## src/hw/rtl/scc_pkg.sv

```systemverilog
// ----------------------------------------------------------------------------
// scc_pkg - strided copy coalescer shared definitions
// Request kinds, command and event codes, register indexes and limits.
// ----------------------------------------------------------------------------
package scc_pkg;

	localparam int ADDR_BITS_DEFAULT = 64;
	localparam int QUEUE_DEPTH       = 2;

	localparam logic [1:0] CMD_PACKET = 2'd0;
	localparam logic [1:0] CMD_FLUSH  = 2'd1;
	localparam logic [1:0] CMD_FRAME  = 2'd2;

	localparam logic [1:0] EV_ACCEPT  = 2'd0;
	localparam logic [1:0] EV_DONE    = 2'd1;
	localparam logic [1:0] EV_CORRUPT = 2'd2;
	localparam logic [1:0] EV_FRAME   = 2'd3;

	localparam logic [1:0] CFG_ROW_BYTES     = 2'd0;
	localparam logic [1:0] CFG_FRAME_BYTES   = 2'd1;
	localparam logic [1:0] CFG_FRAME_PRESENT = 2'd2;

	localparam logic [31:0] POS_MAX   = 32'hFFFF_FFFF;
	localparam logic [47:0] TOTAL_MAX = 48'hFFFF_FFFF_FFFF;

	typedef enum logic [2:0] {
		KIND_NOP,
		KIND_BAD,
		KIND_PKT,
		KIND_FLUSH,
		KIND_FRAME
	} kind_t;

	typedef struct packed {
		kind_t       kind;
		logic [15:0] len;
	} req_t;

endpackage

```

## src/hw/rtl/scc_front.sv

```systemverilog
// ----------------------------------------------------------------------------
// scc_front - request intake
// Classifies each incoming request and holds it in a short queue for the
// execution side.
// ----------------------------------------------------------------------------
module scc_front #(
	parameter int ADDR_BITS = scc_pkg::ADDR_BITS_DEFAULT
) (
	input  logic                 clk,
	input  logic                 arst_n,
	input  logic                 req_valid,
	output logic                 req_stall,
	input  logic [1:0]           cmd,
	input  logic [63:0]          src_address,
	input  logic [15:0]          packet_bytes,
	output logic                 q_valid,
	output scc_pkg::req_t        q_req,
	output logic [ADDR_BITS-1:0] q_addr,
	input  logic                 q_pop
);

	localparam int QD  = scc_pkg::QUEUE_DEPTH;
	localparam int QPW = (QD > 1) ? $clog2(QD) : 1;
	localparam int QCW = $clog2(QD + 1);

	scc_pkg::req_t        req_mem [QD];
	logic [ADDR_BITS-1:0] addr_mem [QD];
	logic [QPW-1:0]       wr_ptr_q, rd_ptr_q;
	logic [QCW-1:0]       cnt_q;
	logic                 push, pop;
	logic [ADDR_BITS-1:0] addr_m;
	scc_pkg::req_t        req_c;

	assign addr_m = src_address[ADDR_BITS-1:0];

	always_comb begin
		req_c.len = packet_bytes;
		case (cmd)
			scc_pkg::CMD_PACKET: begin
				req_c.kind = (addr_m == '0 || packet_bytes == '0) ?
					scc_pkg::KIND_BAD : scc_pkg::KIND_PKT;
			end
			scc_pkg::CMD_FLUSH: begin
				req_c.kind = scc_pkg::KIND_FLUSH;
			end
			scc_pkg::CMD_FRAME: begin
				req_c.kind = scc_pkg::KIND_FRAME;
			end
			default: begin
				req_c.kind = scc_pkg::KIND_NOP;
			end
		endcase
	end

	assign req_stall = (cnt_q == QCW'(QD));
	assign push      = req_valid && !req_stall;
	assign q_valid   = (cnt_q != '0);
	assign pop       = q_pop && q_valid;
	assign q_req     = req_mem[rd_ptr_q];
	assign q_addr    = addr_mem[rd_ptr_q];

	always_ff @(posedge clk) begin
		if (push) begin
			req_mem[wr_ptr_q]  <= req_c;
			addr_mem[wr_ptr_q] <= addr_m;
		end
	end

	always_ff @(posedge clk or negedge arst_n) begin
		if (!arst_n) begin
			wr_ptr_q <= '0;
			rd_ptr_q <= '0;
			cnt_q    <= '0;
		end else begin
			if (push) begin
				wr_ptr_q <= (wr_ptr_q == QPW'(QD - 1)) ? '0 : wr_ptr_q + 1'b1;
			end
			if (pop) begin
				rd_ptr_q <= (rd_ptr_q == QPW'(QD - 1)) ? '0 : rd_ptr_q + 1'b1;
			end
			if (push && !pop) begin
				cnt_q <= cnt_q + 1'b1;
			end else if (pop && !push) begin
				cnt_q <= cnt_q - 1'b1;
			end
		end
	end

endmodule

```

## src/hw/rtl/scc_back.sv

```systemverilog
// ----------------------------------------------------------------------------
// scc_back - run tracking and copy issue
// Holds the pending run and frame position, issues copy descriptors with
// bounds checks, and registers one result per request.
// ----------------------------------------------------------------------------
module scc_back #(
	parameter int ADDR_BITS = scc_pkg::ADDR_BITS_DEFAULT
) (
	input  logic                 clk,
	input  logic                 arst_n,
	input  logic                 cfg_we,
	input  logic [1:0]           cfg_index,
	input  logic [31:0]          cfg_data,
	input  logic                 q_valid,
	input  scc_pkg::req_t        q_req,
	input  logic [ADDR_BITS-1:0] q_addr,
	output logic                 q_pop,
	output logic                 res_valid,
	input  logic                 res_stall,
	output logic [1:0]           event_res,
	output logic                 copy_valid,
	output logic                 copy_two_d,
	output logic [63:0]          copy_source,
	output logic [63:0]          copy_pitch,
	output logic [15:0]          copy_width,
	output logic [31:0]          copy_rows,
	output logic [31:0]          copy_dest_offset,
	output logic [31:0]          position_after
);

	logic [15:0] row_bytes_q;
	logic [31:0] frame_bytes_q;
	logic        frame_present_q;

	logic [ADDR_BITS-1:0] first_q, last_q, stride_q;
	logic [31:0]          count_q;
	logic [47:0]          total_q;
	logic                 known_q;
	logic [31:0]          pos_q;

	logic [ADDR_BITS-1:0] first_n, last_n, stride_n;
	logic [31:0]          count_n;
	logic [47:0]          total_n;
	logic                 known_n;
	logic [31:0]          pos_n;

	logic [1:0]           ev_c;
	logic                 cv_c, c2d_c;
	logic [ADDR_BITS-1:0] csrc_c, cpitch_c;
	logic [15:0]          cwidth_c;
	logic [31:0]          crows_c, cdest_c;

	logic [ADDR_BITS-1:0] diff;
	logic [47:0]          need;
	logic [48:0]          pitch_end, pitch_adv, tot_sum;
	logic [32:0]          lin_end;
	logic                 pitch_ok, lin_ok, keep;
	logic [31:0]          pos_pitch, pos_lin, count_inc;
	logic [47:0]          total_sat;
	logic                 fire;

	assign fire  = q_valid && (!res_valid || !res_stall);
	assign q_pop = fire;

	assign diff      = q_addr - last_q;
	assign need      = 48'(row_bytes_q) * 48'(count_q);
	assign pitch_end = 49'(pos_q) + 49'(need);
	assign pitch_ok  = frame_present_q && (row_bytes_q != '0) &&
		(pitch_end <= 49'(frame_bytes_q));
	assign lin_end   = 33'(pos_q) + 33'(row_bytes_q);
	assign lin_ok    = frame_present_q && (row_bytes_q != '0) &&
		(lin_end <= 33'(frame_bytes_q));
	assign pitch_adv = 49'(pos_q) + 49'(total_q);
	assign pos_pitch = (pitch_adv > 49'(scc_pkg::POS_MAX)) ? scc_pkg::POS_MAX :
		pitch_adv[31:0];
	assign pos_lin   = lin_end[32] ? scc_pkg::POS_MAX : lin_end[31:0];
	assign count_inc = (count_q == scc_pkg::POS_MAX) ? count_q : count_q + 1'b1;
	assign tot_sum   = 49'(total_q) + 49'(q_req.len);
	assign total_sat = (tot_sum > 49'(scc_pkg::TOTAL_MAX)) ? scc_pkg::TOTAL_MAX :
		tot_sum[47:0];
	assign keep      = !known_q || (diff == stride_q);

	always_comb begin
		first_n  = first_q;
		last_n   = last_q;
		stride_n = stride_q;
		count_n  = count_q;
		total_n  = total_q;
		known_n  = known_q;
		pos_n    = pos_q;
		ev_c     = scc_pkg::EV_DONE;
		cv_c     = 1'b0;
		c2d_c    = 1'b0;
		csrc_c   = '0;
		cpitch_c = '0;
		cwidth_c = '0;
		crows_c  = '0;
		cdest_c  = '0;
		case (q_req.kind)
			scc_pkg::KIND_BAD: begin
				ev_c = scc_pkg::EV_CORRUPT;
			end
			scc_pkg::KIND_PKT: begin
				if (count_q == '0) begin
					first_n  = q_addr;
					last_n   = q_addr;
					count_n  = 32'd1;
					total_n  = 48'(q_req.len);
					known_n  = 1'b0;
					stride_n = '0;
					ev_c     = scc_pkg::EV_ACCEPT;
				end else if (keep) begin
					if (!known_q) begin
						stride_n = diff;
						known_n  = 1'b1;
					end
					last_n  = q_addr;
					count_n = count_inc;
					total_n = total_sat;
					ev_c    = scc_pkg::EV_ACCEPT;
				end else if (pitch_ok) begin
					cv_c     = 1'b1;
					c2d_c    = 1'b1;
					csrc_c   = first_q;
					cpitch_c = stride_q;
					cwidth_c = row_bytes_q;
					crows_c  = count_q;
					cdest_c  = pos_q;
					pos_n    = pos_pitch;
					first_n  = q_addr;
					last_n   = q_addr;
					count_n  = 32'd1;
					total_n  = 48'(q_req.len);
					known_n  = 1'b0;
					stride_n = '0;
					ev_c     = scc_pkg::EV_ACCEPT;
				end else begin
					first_n  = '0;
					last_n   = '0;
					count_n  = '0;
					total_n  = '0;
					known_n  = 1'b0;
					stride_n = '0;
					ev_c     = scc_pkg::EV_CORRUPT;
				end
			end
			scc_pkg::KIND_FLUSH: begin
				if (count_q == '0) begin
					ev_c = scc_pkg::EV_DONE;
				end else if (count_q != 32'd1 && known_q) begin
					if (pitch_ok) begin
						cv_c     = 1'b1;
						c2d_c    = 1'b1;
						csrc_c   = first_q;
						cpitch_c = stride_q;
						cwidth_c = row_bytes_q;
						crows_c  = count_q;
						cdest_c  = pos_q;
						pos_n    = pos_pitch;
						ev_c     = scc_pkg::EV_DONE;
					end else begin
						ev_c = scc_pkg::EV_CORRUPT;
					end
					first_n  = '0;
					last_n   = '0;
					count_n  = '0;
					total_n  = '0;
					known_n  = 1'b0;
					stride_n = '0;
				end else if (lin_ok) begin
					cv_c     = 1'b1;
					csrc_c   = first_q;
					cwidth_c = row_bytes_q;
					crows_c  = 32'd1;
					cdest_c  = pos_q;
					pos_n    = pos_lin;
					first_n  = '0;
					last_n   = '0;
					count_n  = '0;
					total_n  = '0;
					known_n  = 1'b0;
					stride_n = '0;
					ev_c     = scc_pkg::EV_DONE;
				end else begin
					ev_c = scc_pkg::EV_CORRUPT;
				end
			end
			scc_pkg::KIND_FRAME: begin
				pos_n = '0;
				ev_c  = scc_pkg::EV_FRAME;
			end
			default: begin
				ev_c = scc_pkg::EV_DONE;
			end
		endcase
	end

	always_ff @(posedge clk or negedge arst_n) begin
		if (!arst_n) begin
			row_bytes_q     <= '0;
			frame_bytes_q   <= '0;
			frame_present_q <= 1'b0;
		end else if (cfg_we) begin
			case (cfg_index)
				scc_pkg::CFG_ROW_BYTES: begin
					row_bytes_q <= cfg_data[15:0];
				end
				scc_pkg::CFG_FRAME_BYTES: begin
					frame_bytes_q <= cfg_data;
				end
				scc_pkg::CFG_FRAME_PRESENT: begin
					frame_present_q <= cfg_data[0];
				end
				default: begin
				end
			endcase
		end
	end

	always_ff @(posedge clk or negedge arst_n) begin
		if (!arst_n) begin
			first_q   <= '0;
			last_q    <= '0;
			stride_q  <= '0;
			count_q   <= '0;
			total_q   <= '0;
			known_q   <= 1'b0;
			pos_q     <= '0;
			res_valid <= 1'b0;
		end else begin
			if (fire) begin
				first_q   <= first_n;
				last_q    <= last_n;
				stride_q  <= stride_n;
				count_q   <= count_n;
				total_q   <= total_n;
				known_q   <= known_n;
				pos_q     <= pos_n;
				res_valid <= 1'b1;
			end else if (!res_stall) begin
				res_valid <= 1'b0;
			end
		end
	end

	always_ff @(posedge clk) begin
		if (fire) begin
			event_res        <= ev_c;
			copy_valid       <= cv_c;
			copy_two_d       <= c2d_c;
			copy_source      <= 64'(csrc_c);
			copy_pitch       <= 64'(cpitch_c);
			copy_width       <= cwidth_c;
			copy_rows        <= crows_c;
			copy_dest_offset <= cdest_c;
			position_after   <= pos_n;
		end
	end

endmodule

```

## src/hw/rtl/strided_copy_coalescer.sv

```systemverilog
// ----------------------------------------------------------------------------
// strided_copy_coalescer - packet run coalescing into frame copy descriptors
// Gathers packets at a fixed address stride and issues pitched or linear
// copies into the frame with position tracking and bounds checks.
// ----------------------------------------------------------------------------
// Sustains one request per clock unless results stall; the combinational
// execute step (stride subtract and compare, row-times-count multiply, bounds
// compare) sets the rate. Each request gets exactly one registered result; a
// two-entry queue between intake and execution lets a stalled result block
// intake only once it is full. The user must write configuration through
// cfg_we/cfg_index/cfg_data only while idle; the block does not enforce it.
module strided_copy_coalescer #(
	parameter int ADDR_BITS = scc_pkg::ADDR_BITS_DEFAULT
) (
	input  logic        clk,
	input  logic        arst_n,
	input  logic        cfg_we,
	input  logic [1:0]  cfg_index,
	input  logic [31:0] cfg_data,
	input  logic        req_valid,
	output logic        req_stall,
	input  logic [1:0]  cmd,
	input  logic [63:0] src_address,
	input  logic [15:0] packet_bytes,
	output logic        res_valid,
	input  logic        res_stall,
	output logic [1:0]  event_res,
	output logic        copy_valid,
	output logic        copy_two_d,
	output logic [63:0] copy_source,
	output logic [63:0] copy_pitch,
	output logic [15:0] copy_width,
	output logic [31:0] copy_rows,
	output logic [31:0] copy_dest_offset,
	output logic [31:0] position_after
);

	logic                 q_valid, q_pop;
	scc_pkg::req_t        q_req;
	logic [ADDR_BITS-1:0] q_addr;

	scc_front #(.ADDR_BITS(ADDR_BITS)) u_front (
		.clk          (clk),
		.arst_n       (arst_n),
		.req_valid    (req_valid),
		.req_stall    (req_stall),
		.cmd          (cmd),
		.src_address  (src_address),
		.packet_bytes (packet_bytes),
		.q_valid      (q_valid),
		.q_req        (q_req),
		.q_addr       (q_addr),
		.q_pop        (q_pop)
	);

	scc_back #(.ADDR_BITS(ADDR_BITS)) u_back (
		.clk              (clk),
		.arst_n           (arst_n),
		.cfg_we           (cfg_we),
		.cfg_index        (cfg_index),
		.cfg_data         (cfg_data),
		.q_valid          (q_valid),
		.q_req            (q_req),
		.q_addr           (q_addr),
		.q_pop            (q_pop),
		.res_valid        (res_valid),
		.res_stall        (res_stall),
		.event_res        (event_res),
		.copy_valid       (copy_valid),
		.copy_two_d       (copy_two_d),
		.copy_source      (copy_source),
		.copy_pitch       (copy_pitch),
		.copy_width       (copy_width),
		.copy_rows        (copy_rows),
		.copy_dest_offset (copy_dest_offset),
		.position_after   (position_after)
	);

`ifndef SYNTHESIS
	a_copy_event: assert property (@(posedge clk) disable iff (!arst_n)
		res_valid && copy_valid |->
			event_res == scc_pkg::EV_ACCEPT || event_res == scc_pkg::EV_DONE)
		else $error("copy issued with wrong event");

	a_no_copy_zero: assert property (@(posedge clk) disable iff (!arst_n)
		res_valid && !copy_valid |->
			copy_rows == '0 && copy_width == '0 && copy_source == '0)
		else $error("copy fields set without copy");

	a_linear_shape: assert property (@(posedge clk) disable iff (!arst_n)
		res_valid && copy_valid && !copy_two_d |->
			copy_rows == 32'd1 && copy_pitch == '0)
		else $error("bad linear copy shape");

	a_frame_pos: assert property (@(posedge clk) disable iff (!arst_n)
		res_valid && event_res == scc_pkg::EV_FRAME |-> position_after == '0)
		else $error("frame start left position nonzero");
`endif

endmodule
```

## config.mk

```make
export PLATFORM = sky130hd
export DESIGN_NAME = strided_copy_coalescer
export DESIGN_NICKNAME = d
export VERILOG_FILES = /design/src/hw/rtl/scc_pkg.sv /design/src/hw/rtl/scc_front.sv /design/src/hw/rtl/scc_back.sv /design/src/hw/rtl/strided_copy_coalescer.sv
export SDC_FILE = /design/constraint.sdc
export NUM_CORES = 2
export LEC_CHECK = 0
export ABC_AREA = 1
export BUFFER_PORTS_ARGS = -buffer_cell sky130_fd_sc_hd__buf_2
export CAP_MARGIN = 20
export CELL_PAD_IN_SITES_DETAIL_PLACEMENT = 0
export CELL_PAD_IN_SITES_GLOBAL_PLACEMENT = 1
export CORE_UTILIZATION = 47
export CTS_CLUSTER_SIZE = 40
export DETAILED_ROUTE_END_ITERATION = 10
export GPL_ROUTABILITY_DRIVEN = 0
export PLACE_DENSITY_LB_ADDON = 0.1
export RECOVER_POWER = 25
export SLEW_MARGIN = 20
export SYNTH_ARGS = -nofsm -noshare
export SYNTH_HDL_FRONTEND = slang
export SYNTH_HIERARCHICAL = 1
export SYNTH_SLANG_ARGS = --single-unit
```

## constraint.sdc

```tcl
create_clock -name clk -period 11.25 [get_ports clk]
set_input_delay 0 -clock clk [delete_from_list [all_inputs] [get_ports clk]]
set_output_delay 0 -clock clk [all_outputs]
set_load 0.005 [all_outputs]
```

======== Word level (Yosys, flattened, before mapping) ========
Memories as Yosys holds them, arrays and structs flattened.
Cells that the tools add are included.
Widths: inputs -> output; s select.
word-level totals
  register bits after elaboration ......... 603
  bits in latches ......................... 0
  RAM bits ................................ 166
  memory bits (read-only) ................. 0
  bits of input ports ..................... 121
  output and inout port bits .............. 246
  word-level logic and storage cells ...... 199
  memories ................................ 2
operators by class
  $add $sub $neg .......................... 10
  multiply operators ...................... 1
  divide/modulo/power cells ............... 0
  magnitude comparators ................... 4
  eq/ne operators ......................... 18
  shift operators ......................... 0
  mux-type cells .......................... 107
  bitwise gates (word level) .............. 0
  reductions and logical operators ........ 34
memory list
  memory            words  width  rd ports  clocked after Yosys merged registers in  write ports  line             RTL
  u_front.addr_mem  2      64     1         0                                        1            scc_front.sv:27  logic [ADDR_BITS-1:0] addr_mem [QD];
  u_front.req_mem   2      19     1         0                                        1            scc_front.sv:26  scc_pkg::req_t req_mem [QD];
operators by type and width
  cell                   count
  $mux 64                22
  $mux 32                25
  $pmux 64 s2            5
  $mux 48                6
  $pmux 32 s2            3
  $mux 16                7
  $add 32x48->49         2
  $pmux 32 s3            1
  $pmux 48 s2            1
  $eq 64x64->1           1
  $logic_not 64->1       1
  $sub 64x64->64         1
  $add 48x16->49         1
  $gt 49x32->1 const B   1
  $gt 49x48->1 const B   1
  $le 49x32->1           1
  $mul 16x32->48         1
  $add 32x16->33         1
  $le 33x32->1           1
  $add 32x1->32 const B  1
  $eq 32x32->1 const B   1
  $logic_not 32->1       1
  $ne 32x1->1 const B    1
  $pmux 16 s2            1
  28 further kinds       87

======== Logic depth before layout (Yosys ltp) ========
  depth after elaboration ................. 8
  depth in mapped cells ................... 50
  depth with buffers taken out ............ 48

======== Cells and area by module ========
The synthesis kept the hierarchy.
modules (own cells, without submodules)
  module     times used  cells an instance  area an instance (um2)  sequential area each (um2)
  scc_back   1           8439               59324.4                 16210.5
  scc_front  1           538                6535.0                  5084.9

======== Worst setup path before layout ========
OpenSTA, ideal clock, no wires.
  path type ............................... reg-to-reg
  from .................................... register u_front.cnt_q[0]
  to ...................................... register u_front.cnt_q[1]
  setup time .............................. 131 ps
  arrival time ............................ 9217 ps
  required time ........................... 11119 ps
  slack ................................... 1902 ps
  cell stages (with the launch flop) ...... 11
  buffers on the path ..................... 1
  clock period less this slack ............ 9348 ps
  cell sequence ........................... dfrtp_1 inv_1 nand2_1 nand2_1 inv_1 buf_1 nand2_1 ha_1 a21oi_1 o21ai_0 xor2_1
between the ends
  longest elaborated chain between the ends .. 6
  elaborated cells between the ends (all ways) .. 15
  classes of those cells .................. add/sub: 2; eq/ne: 1; mux: 2; reduce/logical: 10
RTL lines
  item                                         line                          RTL
  start, declared                              scc_front.sv:29               logic [QCW-1:0] cnt_q;
  start signal, assigned                       scc_front.sv:82               cnt_q <= cnt_q + 1'b1;
  start signal, assigned                       scc_front.sv:84               cnt_q <= cnt_q - 1'b1;
  $reduce_bool 2->1 (*)                        scc_front.sv:57               assign q_valid = (cnt_q != '0);
  net q_valid                                  strided_copy_coalescer.sv:38  logic q_valid, q_pop;
  $logic_and 1x1->1 (*)                        scc_back.sv:62                assign fire = q_valid && (!res_valid || !res_stall);
  net q_pop                                    strided_copy_coalescer.sv:38
  $logic_and 1x1->1 (*)                        scc_front.sv:58               assign pop = q_pop && q_valid;
  $logic_not 1->1                              scc_front.sv:81               if (push && !pop) begin
  $logic_and 1x1->1                            scc_front.sv:81
  $mux 2 or $reduce_bool 2->1 (tied branches)  --
Mark *: on every way through the listed nets, which the timed path passes. The rest lies on a longest branch. The select of a mux whose other input is x is not followed.
A chain may end at the register's enable or synchronous reset.

======== Final worst setup path ========
  from .................................... register u_back.row_bytes_q[1]
  to ...................................... register u_back.copy_source[57] (data pin)
between the ends
  longest elaborated chain between the ends .. 8
  elaborated cells between the ends (all ways) .. 16
  classes of those cells .................. add/sub: 2; mul: 1; order compare: 2; mux: 7; reduce/logical: 4
RTL lines
  item                               line                              RTL
  start, declared                    scc_back.sv:31                    logic [15:0] row_bytes_q;
  start signal, assigned             scc_back.sv:206                   row_bytes_q <= cfg_data[15:0];
  $mul 16x32->48                     scc_back.sv:66                    assign need = 48'(row_bytes_q) * 48'(count_q);
  $add 32x48->49                     scc_back.sv:67                    assign pitch_end = 49'(pos_q) + 49'(need);
  $le 49x32->1                       scc_back.sv:69                    (pitch_end <= 49'(frame_bytes_q));
  $logic_and 1x1->1                  scc_back.sv:68                    assign pitch_ok = frame_present_q && (row_bytes_q != '0) &&
  $mux 64                            scc_back.sv:121, scc_back.sv:151
  $mux 64, on equally long branches  scc_back.sv:150, scc_back.sv:112
  $mux 64, on equally long branches  scc_back.sv:148, scc_back.sv:104
  $pmux 64 s2 (*)                    scc_back.sv:99                    case (q_req.kind)
  net u_back.csrc_c[57]              scc_back.sv:49                    logic [ADDR_BITS-1:0] csrc_c, cpitch_c;
  end signal, assigned               scc_back.sv:251                   copy_source <= 64'(csrc_c);
  end, declared                      scc_back.sv:23                    output logic [63:0] copy_source,
Mark *: on every way through the listed nets, which the timed path passes. The rest lies on a longest branch.

==> metrics.json <==
{
  "num_antenna_cells": {"value": 0},
  "syn2layout_area_growth": {"value": 12.16, "unit": "%"},
  "syn-num-nets": {"value": 9874},
  "num_vias": {"value": 59305},
  "worst_setup_hold_path_clk_slew": {"value": 0.07, "unit": "ns"},
  "routed_via_density": {"value": 5.240},
  "cp_slowest_cell": {"value": "dfrtp_1"},
  "design_power_total": {"value": 25.04, "unit": "mW"},
  "post-dp-hpwl": {"value": 180900, "unit": "um"},
  "route.antenna.remaining_nets": {"value": 0},
  "internal-power": {"value": 11.00, "unit": "mW"},
  "tritoncts": {"value": "done"},
  "synth-async-reset-ratio": {"value": 0.4668},
  "area_leader_netlist": {"value": "edfxtp_1"},
  "std_cell_rows": {"value": 136},
  "fp.dieW": {"value": 376.3, "unit": "um"},
  "synth_top_area_frac": {"value": 0.1869},
  "initial_utilization": {"value": 0.4766},
  "worstPathMaxFanout": {"value": 67},
  "pin_count_of_the_biggest_net_entering_global_routing": {"value": 129},
  "placeableCoreArea": {"value": 138200, "unit": "um^2"},
  "cts.htree.levels": {"value": 3},
  "final_hold_viol_count": {"value": 0},
  "syn-cell-area": {"value": 65860, "unit": "um^2"},
  "post_cts_resized": {"value": 0},
  "n_fill_cell": {"value": 13697},
  "post_drt_wl_per_cell": {"value": 20.27, "unit": "um"},
  "worst_ir_drop_vdd": {"value": 0.0004235, "unit": "V"},
  "final.period_utilization": {"value": 0.8530},
  "setup_viol": {"value": 0},
  "grtUsageTotal": {"value": 0.3240},
  "global_route.overflow_total": {"value": 0},
  "max_freq": {"value": 104.2, "unit": "MHz"},
  "slew_viol_final": {"value": 287},
  "num-nets-final": {"value": 10277},
  "status": {"value": "complete, but fails checks"},
  "power_frac_comb": {"value": 0.684},
  "finalCriticalPeriod": {"value": 9.596, "unit": "ns"},
  "dr.first_iter.drc_count": {"value": 5202},
  "min_path_type": {"value": "primary input to register"},
  "violations": {"value": "max-capacitance violations, max-slew violations"},
  "synth.yosys.warnings": {"value": 6},
  "count_of_flip_flops_with_a_built_in_enable_after_synthesis": {"value": 410},
  "drt-total-wl": {"value": 229400, "unit": "um"},
  "tritoncts.num_buffers": {"value": 87},
  "postSynthAreaPerCell": {"value": 7.336, "unit": "um^2"},
  "setup-tns-final": {"value": 0, "unit": "ns"},
  "maxCapViolCount": {"value": 3},
  "ys.flop_type": {"value": "edfxtp_1"},
  "drive_above_1_share": {"value": 0.05543},
  "postSynthCellCount": {"value": 8977},
  "portBuffers": {"value": 366},
  "clock_power_share": {"value": 0.119},
  "mostFrequentLayoutCells": {"value": "nand2_1, inv_1, nor2_1"},
  "fp.dieH": {"value": 376.3, "unit": "um"},
  "synth-seq-cells": {"value": 769},
  "total_leakage_power": {"value": 38.47, "unit": "nW"},
  "leading_cell_type_in_the_layout_fill_and_taps_excluded": {"value": "nand2_1"},
  "drtPass1Iterations": {"value": 6},
  "cts_buffer_depth": {"value": 3},
  "ioPinCount": {"value": 367},
  "detail_route.drc_violations": {"value": 0},
  "max_slew_margin": {"value": -4.618},
  "design.die.area": {"value": 141600, "unit": "um^2"},
  "worstSetupStartpointType": {"value": "register"},
  "number_of_antenna_violations_at_the_first_check_in_global_routing": {"value": 6},
  "clock_latency": {"value": 0.71, "unit": "ns"},
  "critical_path_arrival": {"value": 10.02, "unit": "ns"},
  "seq_area": {"value": 21300, "unit": "um^2"},
  "powerDensity": {"value": 339.0, "unit": "nW/um^2"},
  "required": {"value": 11.68, "unit": "ns"},
  "worstSetupEndpointType": {"value": "register"},
  "timing.clock.skew": {"value": 0.02883, "unit": "ns"},
  "critical-path-top-cell-by-count": {"value": "nand2_1"},
  "netlist_top_cells_area": {"value": "edfxtp_1, nand2_1, fa_1"},
  "clock_sink_count": {"value": 769},
  "grt_pass1_vias": {"value": 57621},
  "worst_path_largest_cell_delay": {"value": 0.76, "unit": "ns"},
  "wire_length_of_the_first_global_routing_pass": {"value": 348400, "unit": "um"},
  "pwr-share-seq": {"value": 0.197},
  "sw_frac_of_total": {"value": 0.5608},
  "yosys_cell_types": {"value": 53},
  "switch_pwr": {"value": 14.04, "unit": "mW"},
  "worst-slew-pin-transition": {"value": 8.427, "unit": "ns"},
  "ys_seq_area_frac": {"value": 0.3233},
  "grt_setup_unrepaired": {"value": "false"},
  "type_of_the_worst_setup_path": {"value": "register to register"},
  "ctsRootBufferMaster": {"value": "clkbuf_16"},
  "multi_input_area": {"value": 36520, "unit": "um^2"}
}
## final timing paths
kind	from	endpoint	slack (ns)	cells after the start
worst max-delay path	u_back/row_bytes_q[1]	u_back/copy_source[57]	1.65	42
worst min-delay path	src_address[53]	u_front/addr_mem[0][53]	0.08	2
worst max register to register	u_back/row_bytes_q[1]	u_back/copy_source[57]	1.65	42
worst min register to register	u_back/stride_q[10]	u_back/stride_q[10]	0.49	2
max in group asynchronous	arst_n	u_back/stride_q[50]	2.27	4
min in group asynchronous	arst_n	u_back/last_q[5]	1.16	4
## metal layers
| layer | global-route usage | vias up | wire, um |
|---|---|---|---|
| met5 | 0 | - | 27 |
| met2 | 0.5281 | 2250 | 105900 |
| li1 | - | 28337 | - |
| met1 | 0.4318 | 28300 | 96250 |
| met3 | 0.04751 | 414 | 16490 |
| met4 | 0.1338 | 4 | 10720 |
## kinds of logic (layout without fill, tap and decap cells)
| logic type | Yosys count | count (layout) | share of synthesized area |
|---|---|---|---|
| AO/OA/AOI/OAI | 729 | 729 | 0.06041 |
| flip-flops | 769 | 769 | 0.3233 |
| adder cells (fa/ha/maj) | 776 | 776 | 0.1993 |
| buffers and inverters | 2101 | 2578 | 0.1232 |
| XOR/XNOR | 169 | 169 | 0.02331 |
| AND/OR/NAND/NOR | 4433 | 4433 | 0.2705 |
## worst max-delay path, delay by kind of cell (launching register included)
kind	cells	cell delay, ns
adders and majority gates	8	3.74
and+or+nand+nor	23	2.24
buffers and inverters	8	1.90
DFF	1	0.76
AOI/OAI and AO/OA	2	0.37
xor gates and xnor gates	1	0.20
## repair_timing
item / 4_1_cts / 5_1_grt
endpoints found under the setup margin: 0 / 0
buffers inserted: 0 / 0
hold buffers: 166 / 0
endpoints found under the hold margin: 313 / 0
## synthesized netlist by cell type, types with 3 or more instances
cell type and number:
a21boi_0 4, a21o_1 7, a21oi_1 256, a31oi_1 6, and2_1 9, and3_1 3, buf_1 38, buf_2 66
buf_4 18, buf_6 10, clkbuf_1 176, clkinv_1 10, dfrtp_1 359, edfxtp_1 410, fa_1 455, ha_1 321
inv_1 1768, inv_2 15, nand2_1 2925, nand2_2 6, nand3_1 379, nand3_2 3, nand3b_1 12, nand4_1 106
nor2_1 815, nor2_2 6, nor3_1 123, nor4_1 32, o21a_1 3, o21ai_0 199, o21ai_1 78, o21bai_1 28
o22ai_1 136, or2_2 5, xnor2_1 23, xnor3_1 4, xor2_1 142
## final cells by class
type,count,area share
multi-input combinational,6107,0.4944
clock inverter,57,0.009096
timing repair buffer,622,0.05422
inverter,1793,0.09132
clock buffer,106,0.03112
tap,1863,0.03156
sequential,769,0.2883
## power by group through the flow
| stage | Clock [mW] | Sequential [mW] | Combinational, mW |
|---|---|---|---|
| final | 2.99 | 4.93 | 17.1 |
| after global routing | 3.14 | 5.00 | 19.1 |
| after CTS | 3.05 | 4.91 | 17.1 |
| after detailed placement | 0 | 4.94 | 16.9 |
| after global placement | 0 | 4.94 | 16.7 |
| after floorplan | 0 | 4.64 | 11.7 |
## registers in the layout, indices dropped and copies added, names as in the netlist, 2 cells and up
signal,flops
u_front/addr_mem,128
u_back/copy_pitch,64
u_back/copy_source,64
u_back/first_q,64
u_back/last_q,64
u_back/stride_q,64
u_back/total_q,48
u_front/req_mem,38
u_back/copy_dest_offset,32
u_back/copy_rows,32
u_back/count_q,32
u_back/frame_bytes_q,32
u_back/pos_q,32
u_back/position_after,32
u_back/copy_width,16
u_back/row_bytes_q,16
u_back/event_res,2
u_front/cnt_q,2
## stage by stage
| step | hold WS [ns] | setup WS [ns] | utilization | instances | cell area [um^2] |
|---|---|---|---|---|---|
| after floorplan | -0.2956 | 1.902 | - | 8977 | 65860 |
| after global placement | 0.07282 | 1.884 | 0.5025 | 10988 | 69430 |
| after detailed placement | 0.08848 | 1.718 | 0.5025 | 10988 | 69440 |
| after CTS | 0.0002924 | 1.648 | 0.5362 | 11317 | 74090 |
| after global routing | 0.07133 | 0.9764 | 0.5346 | 11317 | 73870 |
| final | 0.07758 | 1.654 | 0.5346 | 11317 | 73870 |
(Power assumes the default switching activity.)
